`config.mk`:
```
export PLATFORM = sky130hd
export DESIGN_NAME = flash_die_busy_time_tracker_top
export DESIGN_NICKNAME = d
export VERILOG_FILES = /design/src/rtl/core/fdbt_pkg.sv /design/src/rtl/core/fdbt_cfg.sv /design/src/rtl/core/fdbt_die_table.sv /design/src/rtl/core/flash_die_busy_time_tracker_top.sv
export SDC_FILE = /design/constraint.sdc
export NUM_CORES = 2
export LEC_CHECK = 0
export ABC_AREA = 1
export ABC_CLOCK_PERIOD_IN_PS = 12950
export BUFFER_PORTS_ARGS = -buffer_cell sky130_fd_sc_hd__buf_2
export CELL_PAD_IN_SITES_DETAIL_PLACEMENT = 0
export CELL_PAD_IN_SITES_GLOBAL_PLACEMENT = 2
export CORE_MARGIN = 2
export CORE_UTILIZATION = 35
export DETAILED_ROUTE_END_ITERATION = 12
export MAX_ROUTING_LAYER = met4
export PLACE_DENSITY_LB_ADDON = 0.1
export SYNTH_ARGS = -nofsm -noshare
export SYNTH_HDL_FRONTEND = slang
export SYNTH_MEMORY_MAX_BITS = 65536
export SYNTH_SLANG_ARGS = --single-unit
```
`constraint.sdc`:
```
create_clock -name clk -period 12.95 [get_ports clk]
set_input_delay 1.9425 -clock clk [delete_from_list [all_inputs] [get_ports clk]]
set_output_delay 1.9425 -clock clk [all_outputs]
set_load 0.02 [all_outputs]
```
`src/rtl/core/fdbt_pkg.sv`:
```
// Package for the flash die busy-time tracker.
// Holds request/response payload types, opcode and register codes, and table types.
// No dependencies.
package fdbt_pkg;

  localparam int NUM_DIES  = 64;  // power of two: die index reduces by truncation
  localparam int DIE_W     = (NUM_DIES > 1) ? $clog2(NUM_DIES) : 1;
  localparam int TIME_W    = 64;
  localparam int LAT_W     = 32;
  localparam int CFG_IDX_W = 3;
  localparam int CFG_W     = 64;

  typedef enum logic [1:0] {
    KIND_READ    = 2'd0,
    KIND_WRITE   = 2'd1,
    KIND_ERASE   = 2'd2,
    KIND_INVALID = 2'd3
  } op_kind_t;

  typedef enum logic [1:0] {
    MODE_TWO_LEVEL   = 2'd0,
    MODE_THREE_LEVEL = 2'd1,
    MODE_FOUR_LEVEL  = 2'd2,
    MODE_UNUSED      = 2'd3
  } cell_mode_t;

  typedef enum logic [CFG_IDX_W-1:0] {
    CFG_CELL_MODE = 3'd0,
    CFG_LEVEL0    = 3'd1,
    CFG_LEVEL1    = 3'd2,
    CFG_LEVEL2    = 3'd3,
    CFG_LEVEL3    = 3'd4,
    CFG_ERASE     = 3'd5
  } cfg_reg_t;

  typedef enum logic {
    ST_IDLE = 1'b0,
    ST_RMW  = 1'b1
  } fdbt_state_t;

  typedef struct packed {
    logic [1:0]        kind;
    logic [5:0]        die_index;
    logic [TIME_W-1:0] now_time;
    logic [1:0]        page_level;
  } req_t;

  typedef struct packed {
    logic [TIME_W-1:0] done_time;
    logic              bad_request;
  } rsp_t;

  // control from the sequencer to the die table
  typedef struct packed {
    logic              rd_en;
    logic [DIE_W-1:0]  rd_addr;
    logic              wr_en;
    logic [DIE_W-1:0]  wr_addr;
    logic [TIME_W-1:0] wr_data;
  } tbl_ctl_t;

endpackage

```
`src/rtl/core/fdbt_cfg.sv`:
```
// Configuration registers and latency selection for the busy-time tracker.
// Depends on fdbt_pkg.
module fdbt_cfg (
  input  logic                             clk,
  input  logic                             rst,
  input  logic                             cfg_we,
  input  logic [fdbt_pkg::CFG_IDX_W-1:0]   cfg_index,
  input  logic [fdbt_pkg::CFG_W-1:0]       cfg_data,
  input  logic [1:0]                       kind,
  input  logic [1:0]                       page_level,
  output logic [fdbt_pkg::LAT_W-1:0]       latency
);
  import fdbt_pkg::*;

  logic [1:0]       cell_mode;
  logic [63:0]      level_lat [4];
  logic [LAT_W-1:0] erase_lat;
  logic [1:0]       sel;
  logic [63:0]      pair;

  always_ff @(posedge clk) begin
    if (rst) begin
      cell_mode    <= '0;
      level_lat[0] <= '0;
      level_lat[1] <= '0;
      level_lat[2] <= '0;
      level_lat[3] <= '0;
      erase_lat    <= '0;
    end else if (cfg_we) begin
      unique case (cfg_index)
        CFG_CELL_MODE: cell_mode    <= cfg_data[1:0];
        CFG_LEVEL0:    level_lat[0] <= cfg_data;
        CFG_LEVEL1:    level_lat[1] <= cfg_data;
        CFG_LEVEL2:    level_lat[2] <= cfg_data;
        CFG_LEVEL3:    level_lat[3] <= cfg_data;
        CFG_ERASE:     erase_lat    <= cfg_data[LAT_W-1:0];
        default: ;
      endcase
    end
  end

  // page level to latency slot; the unused mode behaves as two-level cells
  always_comb begin
    unique case (cell_mode)
      MODE_FOUR_LEVEL:  sel = page_level;
      MODE_THREE_LEVEL: sel = (page_level <= 2'd1) ? page_level : 2'd3;
      default:          sel = (page_level == 2'd3) ? 2'd3 : 2'd0;
    endcase
  end

  assign pair = level_lat[sel];

  always_comb begin
    unique case (kind)
      KIND_READ:  latency = pair[LAT_W-1:0];
      KIND_WRITE: latency = pair[63:LAT_W];
      KIND_ERASE: latency = erase_lat;
      default:    latency = '0;
    endcase
  end

endmodule

```
`src/rtl/core/fdbt_die_table.sv`:
```
// Per-die free-time table: synchronous RAM with a registered read.
// Valid bits make unwritten entries read as zero after reset. Depends on fdbt_pkg.
module fdbt_die_table (
  input  logic                          clk,
  input  logic                          rst,
  input  fdbt_pkg::tbl_ctl_t            ctl,
  output logic [fdbt_pkg::TIME_W-1:0]   rd_time
);
  import fdbt_pkg::*;

  logic [TIME_W-1:0] mem [NUM_DIES];
  logic [NUM_DIES-1:0] vld;
  logic [TIME_W-1:0] rd_data;
  logic              rd_vld;

  always_ff @(posedge clk) begin
    if (ctl.wr_en) begin
      mem[ctl.wr_addr] <= ctl.wr_data;
    end
    if (ctl.rd_en) begin
      rd_data <= mem[ctl.rd_addr];
    end
  end

  always_ff @(posedge clk) begin
    if (rst) begin
      vld    <= '0;
      rd_vld <= 1'b0;
    end else begin
      if (ctl.wr_en) begin
        vld[ctl.wr_addr] <= 1'b1;
      end
      if (ctl.rd_en) begin
        rd_vld <= vld[ctl.rd_addr];
      end
    end
  end

  assign rd_time = rd_vld ? rd_data : '0;

endmodule

```
`src/rtl/core/flash_die_busy_time_tracker_top.sv`:
```
// Channel    | handshake            | payload
// request    | req_valid, req_stall | req (kind, die_index, now_time, page_level)
// response   | rsp_valid, rsp_stall | rsp (done_time, bad_request)
// config     | cfg_we               | cfg_index, cfg_data
// A request goes through a table read on accept, then add/compare and write-back.
// One request in flight at a time, set by the die table read-modify-write.
// Sync reset clears all die times through the table's valid bits.
// A held response keeps the add/compare and write-back step waiting; req_stall stays high meanwhile.
// Depends on fdbt_pkg, fdbt_cfg, fdbt_die_table.
module flash_die_busy_time_tracker_top (
  input  logic                           clk,
  input  logic                           rst,
  input  logic                           req_valid,
  output logic                           req_stall,
  input  fdbt_pkg::req_t                 req,
  output logic                           rsp_valid,
  input  logic                           rsp_stall,
  output fdbt_pkg::rsp_t                 rsp,
  input  logic                           cfg_we,
  input  logic [fdbt_pkg::CFG_IDX_W-1:0] cfg_index,
  input  logic [fdbt_pkg::CFG_W-1:0]     cfg_data
);
  import fdbt_pkg::*;

  fdbt_state_t       state, state_next;
  logic              accept;
  logic              finish;
  logic [1:0]        kind_q;
  logic [DIE_W-1:0]  die_q;
  logic [TIME_W-1:0] now_q;
  logic [LAT_W-1:0]  lat_q;
  logic [LAT_W-1:0]  latency;
  logic [TIME_W-1:0] old_time;
  logic [TIME_W-1:0] start_time;
  logic [TIME_W-1:0] new_time;
  logic              is_bad;
  tbl_ctl_t          ctl;

  fdbt_cfg u_cfg (
    .clk        (clk),
    .rst        (rst),
    .cfg_we     (cfg_we),
    .cfg_index  (cfg_index),
    .cfg_data   (cfg_data),
    .kind       (req.kind),
    .page_level (req.page_level),
    .latency    (latency)
  );

  fdbt_die_table u_tbl (
    .clk     (clk),
    .rst     (rst),
    .ctl     (ctl),
    .rd_time (old_time)
  );

  assign req_stall = (state != ST_IDLE);
  assign accept    = req_valid && !req_stall;
  assign finish    = (state == ST_RMW) && (!rsp_valid || !rsp_stall);

  always_ff @(posedge clk) begin
    if (rst) begin
      state <= ST_IDLE;
    end else begin
      state <= state_next;
    end
  end

  always_comb begin
    state_next = state;
    unique case (state)
      ST_IDLE: if (req_valid) state_next = ST_RMW;
      ST_RMW:  if (finish) state_next = ST_IDLE;
      default: state_next = ST_IDLE;
    endcase
  end

  always_ff @(posedge clk) begin
    if (accept) begin
      kind_q <= req.kind;
      die_q  <= req.die_index[DIE_W-1:0];
      now_q  <= req.now_time;
      lat_q  <= latency;
    end
  end

  assign is_bad     = (kind_q == KIND_INVALID);
  assign start_time = (now_q < old_time) ? old_time : now_q;
  assign new_time   = start_time + {{(TIME_W-LAT_W){1'b0}}, lat_q};

  always_comb begin
    ctl.rd_en   = accept;
    ctl.rd_addr = req.die_index[DIE_W-1:0];
    ctl.wr_en   = finish && !is_bad;
    ctl.wr_addr = die_q;
    ctl.wr_data = new_time;
  end

  always_ff @(posedge clk) begin
    if (rst) begin
      rsp_valid <= 1'b0;
    end else if (finish) begin
      rsp_valid <= 1'b1;
    end else if (!rsp_stall) begin
      rsp_valid <= 1'b0;
    end
  end

  always_ff @(posedge clk) begin
    if (finish) begin
      rsp.done_time   <= is_bad ? '0 : new_time;
      rsp.bad_request <= is_bad;
    end
  end

`ifndef SYNTH
  a_wr_in_rmw: assert property (@(posedge clk) disable iff (rst)
    ctl.wr_en |-> (state == ST_RMW))
    else $error("table write outside read-modify-write");

  a_accept_to_rmw: assert property (@(posedge clk) disable iff (rst)
    accept |=> (state == ST_RMW))
    else $error("accepted request did not enter read-modify-write");

  a_rsp_from_rmw: assert property (@(posedge clk) disable iff (rst)
    $rose(rsp_valid) |-> ($past(state) == ST_RMW))
    else $error("response raised without a request in flight");

  a_bad_zero: assert property (@(posedge clk) disable iff (rst)
    (rsp_valid && rsp.bad_request) |-> (rsp.done_time == '0))
    else $error("bad request carries a nonzero time");
`endif

endmodule
```
Word level (Yosys, flattened, before mapping):

Memory sizes are Yosys's and may differ from the RTL's. A register that Yosys moved wholly into a read port is not among the register bits.
Cells that the tools add are included.

* muxes and demuxes: 39
* equality and inequality tests: 12
* add/sub/neg operators: 1
* bitwise logic cells: 6
* order comparisons: 5
* reduce and logical (&&, ||, !) cells: 13

Operators by type and width (number)
* $mux W64: 6
* $pmux W32 S3: 1
* $add A64 B32 Y64: 1
* $lt A64 B64 Y1: 1
* $or A64 B64 Y64: 1
* $mux W1: 26
* $lt A6 B7 Y1 const B: 2
* $eq A2 B2 Y1 const B: 4
* $bmux W1 S6: 1
* $demux W1 S6: 1
* $eq A3 B2 Y1 const B: 2
* $eq A3 B3 Y1 const B: 2
* $ge A6 B1 Y1 const B: 1
* $eq A2 B1 Y1 const B: 2
* $logic_and A1 B1 Y1: 4
* $logic_not A1 Y1: 4
* $mux W2: 2
* $or A1 B1 Y1: 4
* $pmux W2 S2: 1
* $reduce_and A2 Y1: 2
* $eq A3 B1 Y1 const B: 1
* $logic_not A3 Y1: 1
* $le A2 B1 Y1 const B: 1
* $logic_not A2 Y1: 1
* other kinds (4): 4

* output and inout bits: 67
* flip-flop bits (word level): 270
* memories kept: 2
* input bits: 146
* memory bits (writable): 4352
* word-level logic and storage cells: 90

Memories
* u_tbl.mem: words 64, width 64, read ports 1, clocked after Yosys merged registers in 1, write ports 1, line fdbt_die_table.sv:11 `logic [TIME_W-1:0] mem [NUM_DIES];`
* u_cfg.level_lat: words 4, width 64, read ports 1, clocked after Yosys merged registers in 0, write ports 4, line fdbt_cfg.sv:16 `logic [63:0] level_lat [4];`

Longest topological paths before layout:

* depth after elaboration: 6
* depth in mapped cells: 47
* mapped depth without buffers: 42

Cells and area by module:

A second synthesis with hierarchy kept.

* cell total of the unflattened synthesis: 15822
* area, all modules: 190602.8 um^2

By module, submodules not included
* fdbt_die_table: area each 165577.6 um^2, cells an instance 12957, times used 1, sequential area each 126221.1 um^2
* fdbt_cfg: area each 14066.0 um^2, cells an instance 1600, times used 1, sequential area each 8368.0 um^2
* flash_die_busy_time_tracker_top: area each 10959.3 um^2, cells an instance 1265, times used 1, sequential area each 5114.9 um^2

Worst setup path before layout:

OpenSTA, ideal clock, no wires.

* kind: input to register
* start point: input req_valid
* end point: register u_tbl.rd_vld
* slack: 2.835 ns
* required time: 12.818 ns
* cell stages on the path: 5
* buffers on the path: 0
* library setup time: 0.132 ns
* arrival: 9.983 ns
* cell sequence: inv_1 nor2_1 o31ai_1 o221ai_1 inv_1

* cells in the longest elaborated chain, start to end: 1

RTL lines
* start: declaration: line flash_die_busy_time_tracker_top.sv:13 `input logic req_valid,`
* $logic_and A1 B1 Y1: line flash_die_busy_time_tracker_top.sv:58 `assign accept = req_valid && !req_stall;`
* via accept: line flash_die_busy_time_tracker_top.sv:26 `logic accept;`
* end signal: assignment: line fdbt_die_table.sv:34 `rd_vld <= vld[ctl.rd_addr];`
* end: declaration: line fdbt_die_table.sv:14 `logic rd_vld;`

The timed path passes the listed nets, and every way through them passes these cells.
A chain may end at the register's enable or synchronous reset.

==> impl_metrics.ini <==
[run_status]
status = finished, violations left
violations = capacitance limit

[clock_network]
cts_resized = 0
clkLatencyLatePin_ps = 1090
clock-sinks = 4686
cts_buffer_depth = 4
cts_max_level = 6
cts_hold_buf = 0
cts_inserted_buffers = 542
clkTransAtPathRegs_ps = 60
clock-root-buffer = clkbuf_16
tritoncts = yes
cts_setup_buffers = 0

[global_routing]
grt_max_degree = 190
grt_pass1_wl_um = 1030000
track_usage_pct = 28.1
first_global_vias = 124000
grt_overflow = 0
grt_antenna_before_repair = 46

[power_and_ir_drop]
p_leak_nw = 69.0
p_total_w = 0.0363
power_density_mw_per_mm2 = 170
ir_drop_uv = 145

[critical_path]
crit_cells = 32
cp_slowest_cell = nand2_1
critPathRequiredTime_ps = 13680
worst_setup_path_start_kind = flop
path_max_fanout = 64
worstSetupEndpointType = flop
reg2reg_depth = 32
crit_type = flop to flop
crit_arrival_ps = 10790
cpPeakStageDelay_ps = 760
critical_path.top_delay_family = simple AND/OR/NAND/NOR gates
timing.critical_path.mode_cell = nand2_1
path_buf_inv = 6

[logic_synthesis]
synth_seq_area_share_pct = 75.0
syn_inst = 14600
synth-seq-cells = 4686
synth_area_mm2 = 0.186
async_reset_ff_share_pct = 0
yosysTopAreaCell = edfxtp_1
synthTopCellsByArea = edfxtp_1 74%, o21ai_0 7.7%, nor2_1 7.0%
synth_top_area_share_pct = 73.9
synth.avg_cell_area_um2 = 12.7
synth.distinct_cells = 48
synth_ff_type = edfxtp_1
synthTopCellsByCount = 4,585 x edfxtp_1, 3,488 x nor2_1, 2,850 x o21ai_0
synth_warnings = 0
syn-num-nets = 14900
yosysMostFrequentCell = edfxtp_1
synth_edf_count = 4585

[detailed_routing]
drt_iter0_markers = 14800
drc_errors = 0
postRouteAntennaNets = 0
drt_wl_total_um = 758000
vias_per_cell = 5.79
wl_per_cell_um = 34.1
vias = 129000
drt_first_pass_iters = 6

[timing]
finalHoldViolCount = 0
slew_viol_final = 0
fmax_mhz = 99.4
fin_crit_sh_pct = 77.7
worst_slew_pin_slew_ps = 1480
rsz0062_at_grt = no
fin_crit_ps = 10060
relSlewSlack_pct = 0.908
setup_violations = 0
finalSetupTns_ps = 0
finClkSkew_ps = 51.4

[placed_design]
gp_congestion = 0.844
dp_cells = 21200
port_buffers = 212
hpwlAfterDp_um = 395000
place_area_mm2 = 0.197

[final_layout]
drive_above_1_share_pct = 9.72
layout.cells.non_filler = 22200
regArea_mm2 = 0.140
fin_area_mm2 = 0.214
areaGrowthSynthToFinish_pct = 14.7
layout.nets = 15000
fill_cells = 49300
multi_input_area_mm2 = 0.0427

[min_path]
holdPathStages = 2
hold_class = flop to flop

[flow_run]
cap_violations = 1

[floorplan]
fp.dieArea_mm2 = 0.538
start_util_pct = 35.2
die_x_um = 734
core_mm2 = 0.530
chipHeight_um = 734
rows = 267
io_pins = 213
-- metrics by stage --
stage          hold slack [ps]  util, %  worst slack [ps]
3_5_place_dp               453     37.1              2930
6_report                   461     40.4              2890
3_3_place_gp               443     37.1              2930
5_1_grt                    486     40.3              2230
2_1_floorplan              435        -              2830
4_1_cts                    466     40.3              2930
-- layout by cell type, fill, tap and decap left out, drive strengths merged, types with 46 or more instances in the layout --
cell    synthesis  final
edfxtp       4585   4585
nor2         3495   3495
o21ai        2857   2857
o22ai        1351   1351
clkbuf        987    701
buf            39    614
nand2         403    403
inv           243    265
clkinv          4    205
a21oi         130    130
dfxtp         101    101
ha             97     97
o32ai          68     68
nand3          63     63
diode           0     46
-- metal layers --
metal / vias up / share of wire (%) / GRT usage, %
met5: - / 0 / -
li1: 54600 / - / -
met1: 67700 / 43 / 37.3
met3: 1115 / 6.0 / 2.98
met2: 5217 / 48 / 45.5
met4: 0 / 3.6 / 8.86
-- registers in the layout, indices dropped and copies added (netlist names), 2 cells and up --
signal	count
u_tbl.vld	64
u_cfg.cell_mode	2
lat_q	32
u_tbl.rd_data	64
die_q	6
rsp	65
now_q	64
u_cfg.level_lat	256
u_cfg.erase_lat	32
u_tbl.mem	4096
kind_q	2
-- power by group --
part           internal [W]  switching [W]  total, W
clock               0.00852        0.00633    0.0148
sequential           0.0179       0.000112    0.0180
combinational      0.000662        0.00280   0.00346
-- path summary, 6_finish.rpt --
check                                              endpoint                        from  slack (ps)
worst min register to register   u_tbl.vld[29]$_SDFFE_PP0P_  u_tbl.vld[29]$_SDFFE_PP0P_         460
worst max register to register  u_tbl.mem[11][52]$_DFFE_PP_   u_tbl.rd_vld$_SDFFE_PP0P_        2890
worst max-delay path            u_tbl.mem[11][52]$_DFFE_PP_   u_tbl.rd_vld$_SDFFE_PP0P_        2890
worst min-delay path             u_tbl.vld[29]$_SDFFE_PP0P_  u_tbl.vld[29]$_SDFFE_PP0P_         460
-- worst min-delay path, stage by stage, from the launching register on --
cell and delay (ps):
dfxtp_1 320, nor2_1 40, nor2_1 60
-- layout make-up --
type,instances,share of cell area [%]
sequential,4686,65.4
multi-input combinational,8664,20.0
clock buffer,701,6.78
tap,6994,4.09
timing repair buffer,614,2.15
clock inverter,258,1.12
inverter,247,0.454
antenna,46,0.0539
-- cells by family (layout without fill, tap and decap cells) --
kind of cell | after synthesis | count (layout) | synth area share (%)
AOI/OAI and AO/OA | 4492 | 4492 | 13.3
xor gates and xnor gates | 46 | 46 | 0.216
adders and majority gates | 98 | 98 | 0.662
buffers and inverters | 1273 | 1820 | 2.59
DFF | 4686 | 4686 | 75.0
other | 0 | 46 | 0
and+or+nand+nor | 4028 | 4028 | 8.28
(Power assumes the default switching activity.)
